## config.mk

```make
export PLATFORM = sky130hd
export DESIGN_NAME = antialiased_line_stepper_core_flat
export DESIGN_NICKNAME = d
export VERILOG_FILES = /design/src/hw/rtl/alstep_pkg.sv /design/src/hw/rtl/alstep_in_if.sv /design/src/hw/rtl/alstep_out_if.sv /design/src/hw/rtl/alstep_divider.sv /design/src/hw/rtl/antialiased_line_stepper_core.sv /design/src/flat_wrapper.sv
export SDC_FILE = /design/constraint.sdc
export NUM_CORES = 1
export LEC_CHECK = 0
export BUFFER_PORTS_ARGS = -buffer_cell sky130_fd_sc_hd__buf_2
export CAP_MARGIN = 30
export CORE_ASPECT_RATIO = 1.25
export CORE_MARGIN = 2
export CORE_UTILIZATION = 30
export CTS_CLUSTER_SIZE = 25
export DETAILED_ROUTE_END_ITERATION = 7
export PLACE_DENSITY_LB_ADDON = 0.3
export RECOVER_POWER = 50
export SETUP_SLACK_MARGIN = 0.2
export SLEW_MARGIN = 10
export SYNTH_ARGS = -nofsm -noshare
export SYNTH_HDL_FRONTEND = slang
export SYNTH_SLANG_ARGS = --single-unit
```

## constraint.sdc

```tcl
create_clock -name clk -period 14.3 [get_ports clk]
set_clock_uncertainty 0.15 [all_clocks]
set_input_delay 3.575 -clock clk [delete_from_list [all_inputs] [get_ports clk]]
set_output_delay 3.575 -clock clk [all_outputs]
set_load 0.01 [all_outputs]
```

## src/hw/rtl/alstep_pkg.sv

```systemverilog
`default_nettype none
package alstep_pkg;

  localparam int COORD_BITS_DEF = 10;
  localparam int FRAC_BITS_DEF  = 16;

  localparam int WEIGHT_BITS = 9;
  localparam int FW_BITS     = 8;
  localparam logic [WEIGHT_BITS-1:0] FULL_WEIGHT = 9'd256;

  localparam logic KIND_LOAD = 1'b0;
  localparam logic KIND_STEP = 1'b1;

  typedef struct packed {
    logic busy;
    logic done;
  } div_status_t;

endpackage
`default_nettype wire

```

## src/hw/rtl/alstep_in_if.sv

```systemverilog
`default_nettype none
interface alstep_in_if import alstep_pkg::*; #(
  parameter int COORD_BITS = COORD_BITS_DEF
) ();
  logic                  valid;
  logic                  ready;
  logic                  kind;
  logic [COORD_BITS-1:0] start_x;
  logic [COORD_BITS-1:0] start_y;
  logic [COORD_BITS-1:0] end_x;
  logic [COORD_BITS-1:0] end_y;

  modport source (output valid, kind, start_x, start_y, end_x, end_y, input ready);
  modport sink   (input valid, kind, start_x, start_y, end_x, end_y, output ready);
endinterface
`default_nettype wire

```

## src/hw/rtl/alstep_out_if.sv

```systemverilog
`default_nettype none
interface alstep_out_if import alstep_pkg::*; #(
  parameter int COORD_BITS = COORD_BITS_DEF
) ();
  logic                   valid;
  logic                   ready;
  logic [COORD_BITS:0]    near_px;
  logic [COORD_BITS:0]    near_py;
  logic [WEIGHT_BITS-1:0] near_weight;
  logic [COORD_BITS:0]    far_px;
  logic [COORD_BITS:0]    far_py;
  logic [WEIGHT_BITS-1:0] far_weight;
  logic                   last_column;

  modport source (output valid, near_px, near_py, near_weight, far_px, far_py, far_weight,
                  last_column, input ready);
  modport sink   (input valid, near_px, near_py, near_weight, far_px, far_py, far_weight,
                  last_column, output ready);
endinterface
`default_nettype wire

```

## src/hw/rtl/alstep_divider.sv

```systemverilog
`default_nettype none
module alstep_divider import alstep_pkg::*; #(
  parameter int COORD_BITS = COORD_BITS_DEF,
  parameter int FRAC_BITS  = FRAC_BITS_DEF
) (
  input  wire logic                  clk,
  input  wire logic                  rst,
  input  wire logic                  start,
  input  wire logic [COORD_BITS-1:0] dividend,
  input  wire logic [COORD_BITS-1:0] divisor,
  output div_status_t                status,
  output logic      [FRAC_BITS:0]    quotient
);

  // restoring division of (dividend << FRAC_BITS) / divisor, dividend <= divisor
  localparam int STEPS = FRAC_BITS + 1;
  localparam int CNT_W = $clog2(STEPS + 1);

  logic                  busy;
  logic                  done;
  logic [CNT_W-1:0]      cnt;
  logic [COORD_BITS:0]   rem;
  logic [COORD_BITS-1:0] dsr;

  logic                  fits;
  logic [COORD_BITS:0]   diff;
  logic [COORD_BITS:0]   rem_next;

  assign fits     = rem >= {1'b0, dsr};
  assign diff     = fits ? (rem - {1'b0, dsr}) : rem;
  assign rem_next = {diff[COORD_BITS-1:0], 1'b0};

  assign status.busy = busy;
  assign status.done = done;

  always_ff @(posedge clk) begin
    if (rst) begin
      busy <= 1'b0;
      done <= 1'b0;
      cnt  <= '0;
    end else begin
      done <= 1'b0;
      if (start) begin
        busy <= 1'b1;
        cnt  <= CNT_W'(STEPS);
      end else if (busy) begin
        cnt <= cnt - CNT_W'(1);
        if (cnt == CNT_W'(1)) begin
          busy <= 1'b0;
          done <= 1'b1;
        end
      end
    end
  end

  always_ff @(posedge clk) begin
    if (start) begin
      rem      <= {1'b0, dividend};
      dsr      <= divisor;
      quotient <= '0;
    end else if (busy) begin
      rem      <= rem_next;
      quotient <= {quotient[FRAC_BITS-1:0], fits};
    end
  end

endmodule
`default_nettype wire

```

## src/hw/rtl/antialiased_line_stepper_core.sv

```systemverilog
`default_nettype none
// Anti-aliased line stepper.
// line_in carries items: kind load brings two endpoints, kind step asks for one column.
// column_out carries one column per step while a line is active: a near and a far
// pixel with weights summing to 256, and last_column on the final column.
// A load swaps axes for steep lines, orders the endpoints and starts a one-bit-per-cycle
// restoring divider for the slope. line_in is not ready after a load with distinct
// endpoints until the divider is done and the slope is stored; a zero-length load
// starts no division. Steps stream one per cycle while column_out does not stall; the
// column is registered and shows on column_out the cycle after the step transfer. A
// step with no active line is taken and gives nothing.
// If column_out stalls, the column register holds and line_in drops ready until the
// column transfers.
// Reset (rst, synchronous) leaves the block idle with no active line.
module antialiased_line_stepper_core import alstep_pkg::*; #(
  parameter int COORD_BITS = COORD_BITS_DEF,
  parameter int FRAC_BITS  = FRAC_BITS_DEF
) (
  input wire logic    clk,
  input wire logic    rst,
  alstep_in_if.sink   line_in,
  alstep_out_if.source column_out
);

  localparam int ACC_BITS   = COORD_BITS + 1 + FRAC_BITS;
  localparam int SLOPE_BITS = FRAC_BITS + 2;

  typedef enum logic [1:0] {
    S_IDLE = 2'b01,
    S_DIV  = 2'b10
  } state_t;

  state_t state;

  logic [COORD_BITS-1:0]        major_pos;
  logic [COORD_BITS-1:0]        major_end;
  logic [ACC_BITS-1:0]          minor_acc;
  logic signed [SLOPE_BITS-1:0] slope_step;
  logic                         axes_swapped;
  logic                         slope_neg;
  logic                         line_active;

  logic                   out_valid;
  logic [COORD_BITS:0]    near_px;
  logic [COORD_BITS:0]    near_py;
  logic [WEIGHT_BITS-1:0] near_weight;
  logic [COORD_BITS:0]    far_px;
  logic [COORD_BITS:0]    far_py;
  logic [WEIGHT_BITS-1:0] far_weight;
  logic                   last_column;

  logic in_ready;
  logic in_xfer;
  logic load_go;
  logic step_go;
  logic div_start;

  logic [COORD_BITS-1:0] adx, ady, maj_d, min_d;
  logic [COORD_BITS-1:0] a1, b1, a2, b2;
  logic [COORD_BITS-1:0] p_major_start, p_major_end, p_minor_start, p_minor_end;
  logic                  steep, rev;

  div_status_t          div_status;
  logic [FRAC_BITS:0]   quotient;
  logic [SLOPE_BITS-1:0] q_ext;

  logic [COORD_BITS:0]  minor, minor_p1, major_ext;
  logic [FW_BITS-1:0]   fw;
  logic                 last;

  assign in_ready      = (state == S_IDLE) && !div_status.busy &&
                         (!out_valid || column_out.ready);
  assign line_in.ready = in_ready;
  assign in_xfer       = line_in.valid && in_ready;
  assign load_go       = in_xfer && (line_in.kind == KIND_LOAD);
  assign step_go       = in_xfer && (line_in.kind == KIND_STEP) && line_active;

  // endpoint setup
  always_comb begin
    adx = (line_in.end_x < line_in.start_x) ? (line_in.start_x - line_in.end_x)
                                            : (line_in.end_x - line_in.start_x);
    ady = (line_in.end_y < line_in.start_y) ? (line_in.start_y - line_in.end_y)
                                            : (line_in.end_y - line_in.start_y);
    steep = adx < ady;
    a1    = steep ? line_in.start_y : line_in.start_x;
    b1    = steep ? line_in.start_x : line_in.start_y;
    a2    = steep ? line_in.end_y   : line_in.end_x;
    b2    = steep ? line_in.end_x   : line_in.end_y;
    maj_d = steep ? ady : adx;
    min_d = steep ? adx : ady;
    rev   = a2 < a1;
    p_major_start = rev ? a2 : a1;
    p_major_end   = rev ? a1 : a2;
    p_minor_start = rev ? b2 : b1;
    p_minor_end   = rev ? b1 : b2;
  end

  assign div_start = load_go && (maj_d != '0);

  alstep_divider #(
    .COORD_BITS(COORD_BITS),
    .FRAC_BITS (FRAC_BITS)
  ) u_div (
    .clk     (clk),
    .rst     (rst),
    .start   (div_start),
    .dividend(min_d),
    .divisor (maj_d),
    .status  (div_status),
    .quotient(quotient)
  );

  assign q_ext = {1'b0, quotient};

  // column
  always_comb begin
    minor     = minor_acc[ACC_BITS-1:FRAC_BITS];
    minor_p1  = minor + (COORD_BITS+1)'(1);
    major_ext = {1'b0, major_pos};
    fw        = minor_acc[FRAC_BITS-1:FRAC_BITS-FW_BITS];
    last      = major_pos >= major_end;
  end

  always_ff @(posedge clk) begin
    if (rst) begin
      state        <= S_IDLE;
      line_active  <= 1'b0;
      major_pos    <= '0;
      major_end    <= '0;
      minor_acc    <= '0;
      slope_step   <= '0;
      axes_swapped <= 1'b0;
      slope_neg    <= 1'b0;
    end else begin
      case (state)
        S_IDLE: begin
          if (load_go) begin
            major_pos    <= p_major_start;
            major_end    <= p_major_end;
            minor_acc    <= {1'b0, p_minor_start, {FRAC_BITS{1'b0}}};
            slope_step   <= '0;
            axes_swapped <= steep;
            slope_neg    <= p_minor_end < p_minor_start;
            line_active  <= 1'b1;
            if (div_start) begin
              state <= S_DIV;
            end
          end else if (step_go) begin
            if (last) begin
              line_active <= 1'b0;
            end else begin
              major_pos <= major_pos + COORD_BITS'(1);
              minor_acc <= minor_acc + ACC_BITS'(slope_step);
            end
          end
        end
        S_DIV: begin
          if (div_status.done) begin
            slope_step <= slope_neg ? -$signed(q_ext) : $signed(q_ext);
            state      <= S_IDLE;
          end
        end
        default: state <= S_IDLE;
      endcase
    end
  end

  always_ff @(posedge clk) begin
    if (rst) begin
      out_valid <= 1'b0;
    end else if (step_go) begin
      out_valid <= 1'b1;
    end else if (column_out.ready) begin
      out_valid <= 1'b0;
    end
  end

  always_ff @(posedge clk) begin
    if (step_go) begin
      near_px     <= axes_swapped ? minor     : major_ext;
      near_py     <= axes_swapped ? major_ext : minor;
      far_px      <= axes_swapped ? minor_p1  : major_ext;
      far_py      <= axes_swapped ? major_ext : minor_p1;
      near_weight <= FULL_WEIGHT - {1'b0, fw};
      far_weight  <= {1'b0, fw};
      last_column <= last;
    end
  end

  assign column_out.valid       = out_valid;
  assign column_out.near_px     = near_px;
  assign column_out.near_py     = near_py;
  assign column_out.near_weight = near_weight;
  assign column_out.far_px      = far_px;
  assign column_out.far_py      = far_py;
  assign column_out.far_weight  = far_weight;
  assign column_out.last_column = last_column;

endmodule
`default_nettype wire

```

## src/flat_wrapper.sv

```systemverilog
// flat-port wrapper written by rule: the top's interface ports become plain ports
module antialiased_line_stepper_core_flat import alstep_pkg::*;
#(
  parameter int COORD_BITS = COORD_BITS_DEF,
  parameter int FRAC_BITS  = FRAC_BITS_DEF
)
  (clk, rst, line_in_valid, line_in_kind, line_in_start_x, line_in_start_y, line_in_end_x, line_in_end_y, line_in_ready, column_out_valid, column_out_near_px, column_out_near_py, column_out_near_weight, column_out_far_px, column_out_far_py, column_out_far_weight, column_out_last_column, column_out_ready);
  alstep_in_if #(.COORD_BITS(COORD_BITS)) line_in_i ();
  alstep_out_if #(.COORD_BITS(COORD_BITS)) column_out_i ();
  input wire logic clk;
  input wire logic rst;
  input wire logic [$bits(line_in_i.valid)-1:0] line_in_valid;
  input wire logic [$bits(line_in_i.kind)-1:0] line_in_kind;
  input wire logic [$bits(line_in_i.start_x)-1:0] line_in_start_x;
  input wire logic [$bits(line_in_i.start_y)-1:0] line_in_start_y;
  input wire logic [$bits(line_in_i.end_x)-1:0] line_in_end_x;
  input wire logic [$bits(line_in_i.end_y)-1:0] line_in_end_y;
  output wire logic [$bits(line_in_i.ready)-1:0] line_in_ready;
  output wire logic [$bits(column_out_i.valid)-1:0] column_out_valid;
  output wire logic [$bits(column_out_i.near_px)-1:0] column_out_near_px;
  output wire logic [$bits(column_out_i.near_py)-1:0] column_out_near_py;
  output wire logic [$bits(column_out_i.near_weight)-1:0] column_out_near_weight;
  output wire logic [$bits(column_out_i.far_px)-1:0] column_out_far_px;
  output wire logic [$bits(column_out_i.far_py)-1:0] column_out_far_py;
  output wire logic [$bits(column_out_i.far_weight)-1:0] column_out_far_weight;
  output wire logic [$bits(column_out_i.last_column)-1:0] column_out_last_column;
  input wire logic [$bits(column_out_i.ready)-1:0] column_out_ready;
  assign line_in_i.valid = line_in_valid;
  assign line_in_i.kind = line_in_kind;
  assign line_in_i.start_x = line_in_start_x;
  assign line_in_i.start_y = line_in_start_y;
  assign line_in_i.end_x = line_in_end_x;
  assign line_in_i.end_y = line_in_end_y;
  assign line_in_ready = line_in_i.ready;
  assign column_out_valid = column_out_i.valid;
  assign column_out_near_px = column_out_i.near_px;
  assign column_out_near_py = column_out_i.near_py;
  assign column_out_near_weight = column_out_i.near_weight;
  assign column_out_far_px = column_out_i.far_px;
  assign column_out_far_py = column_out_i.far_py;
  assign column_out_far_weight = column_out_i.far_weight;
  assign column_out_last_column = column_out_i.last_column;
  assign column_out_i.ready = column_out_ready;
  antialiased_line_stepper_core #(.COORD_BITS(COORD_BITS), .FRAC_BITS(FRAC_BITS)) u_core (.clk(clk), .rst(rst), .line_in(line_in_i), .column_out(column_out_i));
endmodule
```

* After elaboration in Yosys (flattened, before gate mapping)
Cells that the tools add are included.
** Storage, ports and cells
- Register bits after elaboration :: 178
- Word-level logic and storage cells :: 122
** Operators by class
- Add/sub/neg operators :: 11
- Magnitude comparators :: 7
- Eq/ne operators :: 7
- Multiplexer cells :: 44
- Bitwise gates (word level) :: 2
- Reduce and logical (&&, ||, !) cells :: 23
** Operator list (count)
- 10-bit two-way mux :: 22
- 27-bit two-way mux :: 3
- 18-bit two-way mux :: 3
- 10-bit less-than comparator :: 5
- 10-bit subtractor :: 5
- 18-bit one-hot mux with 2 select lines :: 1
- 27-bit adder :: 1
- 17-bit negator with 18-bit output :: 1
- 3-bit AND reduction :: 4
- 11-bit by 1-bit adder with 11-bit output (second input constant) :: 1
- 11-bit by 10-bit >= comparator with 1-bit output :: 1
- 10-bit by 1-bit adder with 10-bit output (second input constant) :: 1
- 10-bit >= comparator :: 1
- 5-bit two-way mux :: 2
- 10-bit nonzero test :: 1
- 2-bit nonzero test :: 5
- 1-bit two-way mux :: 9
- 9-bit by 8-bit subtractor with 9-bit output (first input constant) :: 1
- 1-bit logical AND :: 7
- 2-bit two-way mux :: 3
- 2-bit by 1-bit inequality test with 1-bit output (second input constant) :: 3
- 5-bit by 1-bit equality test with 1-bit output (second input constant) :: 1
- 5-bit by 1-bit subtractor with 5-bit output (second input constant) :: 1
- 2-bit one-hot mux with 2 select lines :: 1
- other kinds (9) :: 11

* Depth between registers and ports, before layout
Gate-level depths: netlist of run 1.
- Word-level depth :: 9
- Mapped depth :: 40

* Hierarchy
Synthesis of run 1 repeated with hierarchy kept, for this count alone.
** Second synthesis, totals
- Cells, all modules :: 1578
- Area, all modules :: 13377.8 um2
** By module, submodules not included
- antialiased_line_stepper_core :: times used 1, cells each 1365, area an instance 11125.7 um2, sequential area each 3253.1 um2
- alstep_divider :: times used 1, cells each 213, area an instance 2252.2 um2, sequential area each 1101.1 um2

* Worst setup path after synthesis of run 1
No wires, ideal clock.
- Kind :: input to register
- From :: in line_in_end_x[0]
- To :: reg u_core.slope_neg
- Library setup time :: 0.074 ns
- Arrival :: 11.040 ns
- Data required time :: 14.076 ns
- Path slack :: 3.036 ns
- Stages on the path :: 35
- Cells stage by stage :: inv_1 -> ha_1 -> fa_1 -> nand2b_1 -> a21boi_2 -> o211ai_2 -> a221o_1 -> and3_1 -> or2_2 -> ha_1 -> a21o_1 -> a221oi_1 -> o21a_1 -> buf_2 -> clkbuf_1 -> clkbuf_1 -> nand2_1 -> o21ai_0 -> ha_1 -> and4_1 -> a21oi_1 -> nand2_1 -> a211oi_1 -> nand2_1 -> buf_2 -> clkbuf_1 -> nand2_1 -> a31oi_1 -> ha_1 -> a21o_1 -> a21o_1 -> a21oi_1 -> o2111ai_1 -> a311o_1 -> o21ai_0
** On the way
- Cells in the longest elaborated chain, start to end :: 7
- Elaborated cells between the ends (all ways) :: 13
- Those cells by class :: add/sub: 2; order compare: 4; mux: 7
** RTL lines
- start, declared :: RTL line flat_wrapper.sv:16 : input wire logic [$bits(line_in_i.end_x)-1:0] line_in_end_x;
- 10-bit subtractor, or another cell as far along :: RTL line antialiased_line_stepper_core.sv:81 : : (line_in.end_x - line_in.start_x);
- 10-bit two-way mux :: RTL line antialiased_line_stepper_core.sv:80 : adx = (line_in.end_x < line_in.start_x) ? (line_in.start_x - line_in.end_x)
- 10-bit less-than comparator :: RTL line antialiased_line_stepper_core.sv:84 : steep = adx < ady;
- 10-bit two-way mux, on equally long branches :: RTL line antialiased_line_stepper_core.sv:87, antialiased_line_stepper_core.sv:85
- 10-bit less-than comparator :: RTL line antialiased_line_stepper_core.sv:91 : rev = a2 < a1;
- 10-bit two-way mux, on equally long branches :: RTL line antialiased_line_stepper_core.sv:95, antialiased_line_stepper_core.sv:94
- 10-bit less-than comparator * :: RTL line antialiased_line_stepper_core.sv:143 : slope_neg <= p_minor_end < p_minor_start;
- end signal, assigned :: RTL line antialiased_line_stepper_core.sv:143
- end, declared :: RTL line antialiased_line_stepper_core.sv:40 : logic slope_neg;
Every way passes the cells marked *; elsewhere a longest branch is shown, timed or not.
A chain may end at the register's enable or synchronous reset.

* Worst setup path in the final report of run 1
- From :: in line_in_end_y[0]
- To :: reg u_core.slope_neg
** On the way
- Cells in the longest elaborated chain, start to end :: 7
- Elaborated cells between the ends (all ways) :: 13
- Those cells by class :: add/sub: 2; order compare: 4; mux: 7
** RTL lines
- start, declared :: RTL line flat_wrapper.sv:17 : input wire logic [$bits(line_in_i.end_y)-1:0] line_in_end_y;
- 10-bit subtractor, or another cell as far along :: RTL line antialiased_line_stepper_core.sv:83 : : (line_in.end_y - line_in.start_y);
- 10-bit two-way mux :: RTL line antialiased_line_stepper_core.sv:82 : ady = (line_in.end_y < line_in.start_y) ? (line_in.start_y - line_in.end_y)
- 10-bit less-than comparator :: RTL line antialiased_line_stepper_core.sv:84
- 10-bit two-way mux, on equally long branches :: RTL line antialiased_line_stepper_core.sv:87, antialiased_line_stepper_core.sv:85
- 10-bit less-than comparator :: RTL line antialiased_line_stepper_core.sv:91
- 10-bit two-way mux, on equally long branches :: RTL line antialiased_line_stepper_core.sv:95, antialiased_line_stepper_core.sv:94
- 10-bit less-than comparator * :: RTL line antialiased_line_stepper_core.sv:143
Marked as above.

==> results of run 1 <==
[report_power, final]
group          internal [mW]  switching (mW)
Sequential             0.591          0.0420
Clock                  0.267           0.209
Combinational          0.439           0.758
[registers in the layout, indices dropped and copies added, names as in the netlist, 2 cells and up]
name / cells
u_core.u_div.rem: 11
u_core.column_out.near_weight: 9
u_core.major_end: 10
u_core.state: 2
u_core.column_out.far_px: 11
u_core.column_out.far_py: 11
u_core.minor_acc: 27
u_core.u_div.dsr: 10
u_core.column_out.near_py: 11
u_core.column_out.near_px: 11
u_core.major_pos: 10
u_core.column_out.far_weight: 7
u_core.u_div.quotient: 17
u_core.u_div.cnt: 5
u_core.slope_step: 18
[cell type report]
cell class                      instances  area, um^2
Antenna cell                            1        2.50
Clock buffer                           19         464
Clock inverter                         13         136
Fill cell                            4670       29000
Inverter                              104         390
Multi-Input combinational cell       1215        8220
Sequential cell                       177        4350
Tap cell                              572         716
Timing Repair Buffer                  124         567
[worst max-delay path: cells and delay by family]
kind / cells / cell delay, ps
buffers and inverters: 5 / 700
muxes: 3 / 830
AOI/OAI and AO/OA: 14 / 4150
adders and majority gates: 5 / 1550
xor gates and xnor gates: 1 / 330
and+or+nand+nor: 3 / 820
[layer usage]
metal | part of all wire | wire (um) | vias up
li1 | - | - | 5825
met1 | 0.46 | 18300 | 5406
met2 | 0.45 | 17900 | 311
met3 | 0.057 | 2260 | 44
met4 | 0.028 | 1110 | 0
met5 | 0 | 0 | -
[logic make-up (layout without fill, tap and decap cells)]
group,Yosys count,after routing
and+or+nand+nor,501,501
other,1,2
adders and majority gates,123,123
xor gates and xnor gates,69,69
AOI/OAI and AO/OA,451,451
DFF,177,177
muxes,70,70
buffers and inverters,183,260
[placed cells by master (no fill, tap or decap), types with 5 or more instances in the layout]
cell type | Yosys | final
nand2_1 | 188 | 188
a21oi_1 | 149 | 148
nor2_1 | 121 | 119
ha_1 | 117 | 117
inv_1 | 103 | 103
dfxtp_1 | 96 | 96
o21ai_0 | 83 | 82
edfxtp_1 | 81 | 81
clkbuf_1 | 60 | 67
mux2i_1 | 56 | 56
xnor2_1 | 54 | 54
buf_2 | 5 | 45
a211oi_1 | 43 | 43
nand3_1 | 40 | 40
a21o_1 | 36 | 36
nand2b_1 | 22 | 22
and3_1 | 19 | 19
o211ai_1 | 19 | 19
nor3_1 | 18 | 18
clkbuf_16 | 0 | 18
o21a_1 | 18 | 17
a31oi_1 | 17 | 17
nand4_1 | 17 | 17
nor2b_1 | 16 | 16
xor2_1 | 14 | 14
and2_1 | 14 | 13
o31ai_1 | 12 | 12
mux2_2 | 12 | 12
buf_4 | 3 | 12
a221oi_1 | 10 | 10
or2_2 | 7 | 7
a22oi_1 | 7 | 7
nor4_1 | 7 | 7
or3_1 | 7 | 7
fa_1 | 6 | 6
nor4b_1 | 5 | 5
[final timing paths]
path	from	end	slack (ps)	depth (start not counted)
worst min register to register	u_core.major_end[8]	u_core.major_end[8]	310	2
worst min-delay path	u_core.major_end[8]	u_core.major_end[8]	310	2
worst max-delay path	line_in_end_y[0]	u_core.slope_neg	2540	31
worst max register to register	u_core.column_out.valid	u_core.column_out.far_py[3]	9930	6
==> flow_summary.yaml, run 1 <==
setup_path:
  cpMostUsedCell: "ha_1"
  crit_required_ps: 14530
  crit_type: "input port to flip-flop"
  cp-end-kind: "flip-flop"
  start_kind: "input port"
  crit_arrival_ps: 11990
  worstPathMaxFanout: 47
  critical_path.max_stage_delay_ps: 880
  cp_slowest_cell: "o21a_2"
placement:
  pre_cts_ws_ps: 2230
  portBuffers: 108
  place_area_um2: 14300
  gp_congestion: 0.960
  dpl.hpwl_mm: 30.6
  numPlacedInstances: 2191
logic_synthesis:
  syn-num-nets: 1743
  synthesis.instances: 1575
  synth_top_family_by_area: "compound AO/OA/AOI/OAI gates"
  synth_most_common_cell: "nand2_1"
  yosysTopAreaCell: "edfxtp_1"
  synth_edf_count: 81
  synth_cell_type_count: 83
  synthTopCellsByCount: "nand2_1 (188), a21oi_1 (149), nor2_1 (121)"
  synth-xor-area-share: 0.0461
  yosys_warnings: 0
  ys_ff_latch: 177
  synth_simple_gate_area_frac: 0.177
  synth_fa_ha_area_frac: 0.119
  synthTopCellsByArea: "edfxtp_1 (18%), dfxtp_1 (14%), ha_1 (11%), a21oi_1 (5.6%), nand2_1 (5.3%)"
  synth_area_per_cell_um2: 8.42
  synth_compound_area_frac: 0.221
  ys_seq_area_frac: 0.328
  postSynth.asyncResetShare: 0
  synthMuxAreaShare: 0.0541
  netlist_area_um2: 13300
  synthFlopType: "dfxtp_1"
  yosysTopAreaCellShare: 0.183
global_route:
  busiest_layer: "met2"
  use_met3: 0.0305
  grt_max_degree: 66
  grt_overflow: 0
  use_met1: 0.233
  antenna_found_initial: 1
  grt_pass1_wl_mm: 62.3
  grt_usage: 0.174
  met2_usage: 0.279
  grt_pass1_vias: 11024
layout:
  fin_util: 0.338
  drive_gt1_frac: 0.0793
  syn_to_final_growth_pct: 12.0
  final_area_um2: 14900
  finalNetCount: 1807
  fin_cells: 2225
sta:
  setup_viol: 0
  fmax_mhz: 85.0
  worst_slew_pin_slew_ps: 3270
  holdWs_ps: 305
  fin_ws_ps: 2540
  slew_viol_final: 187
  setup_tns_ps: 0
  period_share: 0.823
  grt_setup_unrepaired: "no"
  hold_violations: 0
  slew_headroom: -1.18
  fin_crit_ps: 11760
cts:
  cts_buffers: 17
  path_clk_slew_ps: 70
  post_cts_resized: 0
  cts_max_level: 4
  clock-sinks: 177
  root_buffer: "clkbuf_16"
  insertion_delay_ps: 450
  cts_tree: "done"
  clock_path_buffers: 2
  post_cts_buffers: 0
  postCtsHoldBufs: 0
floorplan:
  rows: 86
  dieArea_um2: 45900
  die_y_um: 239
  num_io_pins: 110
  start_util: 0.302
  core_um2: 43900
  die_w_um: 192
pwr:
  peakVddDrop_mv: 0.0971
  pwr_density_cell_nw_per_um2: 155
  power.total_mw: 2.31
  power.leakage_nw: 5.96
routing:
  dr.pass1.iters: 6
  totalWireLength_mm: 39.5
  wl_per_cell_um: 17.8
  vias_per_cell: 5.21
  via_count: 11586
  antenna_left: 0
  drc_errors: 0
  drt_iter0_markers: 827
status:
  violations: "max-capacitance violations, max-slew violations"
  outcome: "complete, but fails checks"
worst_hold_path:
  worst_hold_path_type: "flip-flop to flip-flop"
run:
  maxCapViolations: 3
Power figures use the tool's default switching activity.
==> inputs of run 2 (changes only) <==
clock period = 10 ns   (was 14.3 ns; I/O delays follow)
==> run 2 against run 1 <==
  * The flow still finishes with violations (max-capacitance violations, max-slew violations)
  * Cell count up 1.8%
  * Final area is 2.3% higher
  * First-iteration DRC count fell by 12%
  * Routed wire length grew 0.50%
  * Largest cell class unchanged
  * Largest power group unchanged
  * Sequential power is 44% higher
  * Clock-buffer cell count fell by 2
  * Core utilization grew 0.78 points
==> flow_summary.yaml, run 2 (same netlist as run 1, synthesis figures left out) <==
status:
  outcome: "complete, but fails checks"
  violations: "max-capacitance violations, max-slew violations"
routing:
  totalWireLength_mm: 39.7
  drt_iter0_markers: 726
  via_count: 11722
  wl_per_cell_um: 17.5
  vias_per_cell: 5.18
  drc_errors: 0
  dr.pass1.iters: 5
  antenna_left: 0
cts:
  clock-sinks: 177
  cts_tree: "done"
  cts_max_level: 4
  insertion_delay_ps: 460
  root_buffer: "clkbuf_16"
  postCtsHoldBufs: 0
  clock_path_buffers: 2
  path_clk_slew_ps: 80
  cts_buffers: 17
layout:
  diodes: 0
  largest_reg_flops: 27
  finalNetCount: 1847
  syn_to_final_growth_pct: 14.5
  fillerInstances: 4655
  fin_cells: 2264
  reg.largest.list: "u_core.minor_acc x27, u_core.slope_step x18, u_core.u_div.quotient x17"
  drive_gt1_frac: 0.100
  final_common_cell: "nand2_1"
  final_cell_mix: "nand2_1 (188), a21oi_1 (148), nor2_1 (119)"
  top_register: "u_core.minor_acc"
setup_path:
  critical_path.max_stage_delay_ps: 480
  worstPathMaxFanout: 45
  cpMostUsedCell: "a21o_1"
  rr_startpoint: "u_core.column_out.valid"
  crit_type: "input port to flip-flop"
  reg2regPathDepth: 6
  cp-end-kind: "flip-flop"
  start_kind: "input port"
  r2r-end: "u_core.column_out.far_py[1]"
  cp_slowest_cell: "or4_4"
  r2r_slack_ps: 5620
  crit_arrival_ps: 9670
  crit_required_ps: 10240
sta:
  setup_tns_ps: 0
  slew_headroom: -1.13
  setup_viol: 0
  slew_viol_final: 159
  fin_crit_ps: 9430
  worst_slew_pin_slew_ps: 3200
  fin_ws_ps: 571
  holdWs_ps: 302
  grt_setup_unrepaired: "no"
  period_share: 0.943
  fmax_mhz: 106
  hold_violations: 0
placement:
  dpl.hpwl_mm: 31.2
  portBuffers: 108
  pre_cts_ws_ps: 78.0
  gp_congestion: 0.977
  numPlacedInstances: 2229
global_route:
  grt_usage: 0.176
  grt_overflow: 0
  grt_pass1_vias: 11364
  grt_pass1_wl_mm: 62.8
  grt_max_degree: 63
  antenna_found_initial: 1
floorplan:
  die_y_um: 239
  core_um2: 43900
  die_w_um: 192
  dieArea_um2: 45900
  rows: 86
  num_io_pins: 110
  start_util: 0.302
worst_hold_path:
  hold_start: "u_core.major_end[4]"
  hold_end: "u_core.major_end[4]"
  worstHoldPathCells: 2
  worst_hold_path_type: "flip-flop to flip-flop"
run:
  maxCapViolations: 3
pwr:
  power.leakage_nw: 6.16
  peakVddDrop_mv: 0.245
  pwr_density_cell_nw_per_um2: 229
==> run 2: cell count changes in the layout (fill, tap and decap cells not counted), sizes merged <==
cell and delta:
buf +40, clkinv -3, inv +3, clkbuf -2, clkinvlp +2, diode -1
==> run 2: layout make-up <==
type,instances,area [um^2],area share
Clock buffer,17,425,0.0280
Clock inverter,15,186,0.0123
Sequential cell,177,4350,0.287
Inverter,104,390,0.0257
Timing Repair Buffer,164,896,0.0589
Multi-Input combinational cell,1215,8230,0.541
Tap cell,572,716,0.0471
==> run 2: layer usage <==
layer | track usage | share of wire | routed length, um
met5 | 0 | 0.00033 | 13
met4 | 0.0722 | 0.035 | 1380
met1 | 0.229 | 0.45 | 17900
met2 | 0.286 | 0.46 | 18200
met3 | 0.0314 | 0.058 | 2300
==> run 2: what timing repair did <==
item | in CTS | in global routing
buffers inserted | 0 | 2
resized for setup | 0 | 2
setup endpoints to repair | 0 | 1
==> run 2: worst max path at each step <==
stage,startpoint,endpoint,cells after the start
after floorplan,line_in_end_x[0],u_core.slope_neg,35
after global placement,line_in_end_x[4],u_core.slope_neg,34
after detailed placement,line_in_end_y[0],u_core.slope_neg,34
after CTS,line_in_end_y[0],u_core.slope_neg,34
after global routing,line_in_end_x[0],u_core.slope_neg,34
final,line_in_end_x[4],u_core.slope_neg,35
==> run 2: critical path, delay by kind of cell <==
kind	cells	cell delay [ps]
AOI/OAI and AO/OA	17	3560
adders and majority gates	4	1320
buffers and inverters	7	1000
muxes	2	270
and+or+nand+nor	5	990
==> run 2: stage by stage <==
stage	utilization	power (mW)	instance area, um^2
floorplan	-	2.16	13300
global route	0.346	3.76	15200
finish	0.346	3.48	15200
CTS	0.348	3.48	15300
detailed placement	0.334	2.77	14700
global placement	0.334	2.76	14700
==> run 2: power by group <==
group | internal [mW] | total, mW | switching [mW]
clock network | 0.381 | 0.696 | 0.315
logic | 0.753 | 1.87 | 1.12
registers | 0.845 | 0.909 | 0.0643
total | 1.98 | 3.48 | 1.50
==> inputs of run 3 (changes only) <==
PLACE_DENSITY = 0.52   (was not set)
PLACE_DENSITY_LB_ADDON = not set   (was 0.3)
==> run 3 against run 2 <==
  * The flow still finishes with violations (max-capacitance violations, max-slew violations)
  * Sequential cell count is the same
  * Via count grew 0.96%
  * Combinational power grew 5%
  * Die area is the same
  * Global-route usage grew 0.28 points
  * Clock power shrank 5.6%
  * Final area grew 0.92%
  * Clock-buffer cell count grew 3
  * Core utilization grew 0.32 points
  * Routed wire length grew 2.5%
  * Total power grew 1.3%
  * Non-clock buffer count grew 20
  * Critical endpoint unchanged
==> flow_summary.yaml, run 3 (same netlist as run 1, synthesis figures left out) <==
status:
  violations: "max-capacitance violations, max-slew violations"
  outcome: "complete, but fails checks"
routing:
  drc_errors: 0
  via_count: 11834
  totalWireLength_mm: 40.7
  wl_per_cell_um: 17.8
  vias_per_cell: 5.18
  dr.pass1.iters: 5
  antenna_left: 0
  drt_iter0_markers: 726
layout:
  drive_gt1_frac: 0.113
  top_register: "u_core.minor_acc"
  final-seq-area_um2: 4350
  fin_cells: 2284
  final_area_um2: 15300
  reg.largest.list: "u_core.minor_acc x27, u_core.slope_step x18, u_core.u_div.quotient x17"
  final_cell_mix: "nand2_1 (188), a21oi_1 (145), nor2_1 (119)"
  fillerInstances: 4640
  finalNetCount: 1867
  final_common_cell: "nand2_1"
  syn_to_final_growth_pct: 15.6
  diodes: 0
  multi_input_area_um2: 8250
  largest_reg_flops: 27
setup_path:
  critPathBufInv: 6
  crit_type: "input port to flip-flop"
  crit_required_ps: 10220
  crit_arrival_ps: 9600
  worstPathMaxFanout: 26
  cp_slowest_cell: "fa_1"
  critical_path.max_stage_delay_ps: 380
  reg2regPathDepth: 6
  cp-end-kind: "flip-flop"
  cp.depth: 35
  cpMostUsedCell: "ha_1"
  crit_family: "compound AO/OA/AOI/OAI gates"
  start_kind: "input port"
global_route:
  grt_overflow: 0
  grt_pass1_wl_mm: 63.5
  antenna_found_initial: 1
  grt_usage: 0.179
  grt_max_degree: 67
  grt_pass1_vias: 11409
pwr:
  peakVddDrop_mv: 0.130
  power.total_mw: 3.52
  power.leakage_nw: 6.24
  pwr_density_cell_nw_per_um2: 230
floorplan:
  die_w_um: 192
  core_um2: 43900
  rows: 86
  start_util: 0.302
  dieArea_um2: 45900
  die_y_um: 239
  num_io_pins: 110
sta:
  grt_setup_unrepaired: "no"
  setup_tns_ps: 0
  slew_viol_final: 188
  worst_slew_pin_slew_ps: 3250
  setup_viol: 0
  slew_headroom: -1.16
  fmax_mhz: 107
  hold_violations: 0
  fin_crit_ps: 9380
  period_share: 0.938
  fin_ws_ps: 621
worst_hold_path:
  worstHoldPathCells: 2
  worst_hold_path_type: "flip-flop to flip-flop"
cts:
  cts_buffers: 17
  cts_tree: "done"
  insertion_delay_ps: 450
  root_buffer: "clkbuf_16"
  clock-sinks: 177
  clock_path_buffers: 2
  path_clk_slew_ps: 70
  cts_max_level: 4
  postCtsHoldBufs: 0
placement:
  numPlacedInstances: 2247
  dpl.hpwl_mm: 32.1
  pre_cts_ws_ps: 67.4
  place_area_um2: 14800
  gp_congestion: 0.945
  portBuffers: 108
run:
  maxCapViolations: 3
==> run 3: cell count changes in the layout (fill, tap and decap cells not counted), sizes merged <==
| cell | previous run | this run |
|---|---|---|
| buf | 97 | 117 |
| bufinv | 2 | 1 |
| clkbuf | 84 | 87 |
| clkinv | 2 | 4 |
| inv | 113 | 109 |
==> run 3: worst min-delay path, delay by kind of cell, from the launching register on <==
family	cells	cell delay [ps]
flip-flops	1	310
AND/OR/NAND/NOR	1	50
AO/OA/AOI/OAI	1	50
==> run 3: per-layer routing <==
| metal | part of all wire | global-route usage | vias up |
|---|---|---|---|
| met4 | 0.026 | 0.0597 | 2 |
| met1 | 0.45 | 0.233 | 5547 |
| met5 | 0.00032 | 0 | - |
| met3 | 0.045 | 0.0251 | 54 |
| li1 | - | - | 5930 |
| met2 | 0.48 | 0.303 | 301 |
==> run 3: final timing paths <==
kind | slack, ps | to | from
max | 620 | u_core.slope_neg | line_in_end_x[0]
min | 300 | u_core.major_end[3] | u_core.major_end[3]
max reg2reg | 5480 | u_core.column_out.far_py[6] | u_core.column_out.valid
min reg2reg | 300 | u_core.major_end[3] | u_core.major_end[3]
==> run 3: metrics by stage <==
stage	hold WS [ps]	utilization
final	304	0.349
after global routing	331	0.349
after floorplan	282	-
after detailed placement	297	0.337
after CTS	305	0.350
after global placement	291	0.337
==> run 3: cell type report <==
type / instances / area share
multi-input combinational: 1215 / 0.538
sequential: 177 / 0.284
timing repair buffer: 184 / 0.0682
tap: 572 / 0.0467
clock buffer: 20 / 0.0299
inverter: 104 / 0.0255
clock inverter: 12 / 0.00799
==> run 3: power by group <==
part           total, mW  internal (mW)  switching (mW)  leakage (nW)
sequential         0.905          0.845          0.0596          1.53
clock              0.657          0.363           0.294         0.279
combinational       1.96          0.814            1.15          4.43
total               3.52           2.02            1.50          6.24
==> run 3: timing repair <==
item,CTS,global route
gates resized for setup,0,8
setup buffers,0,5
setup endpoints to repair,0,1
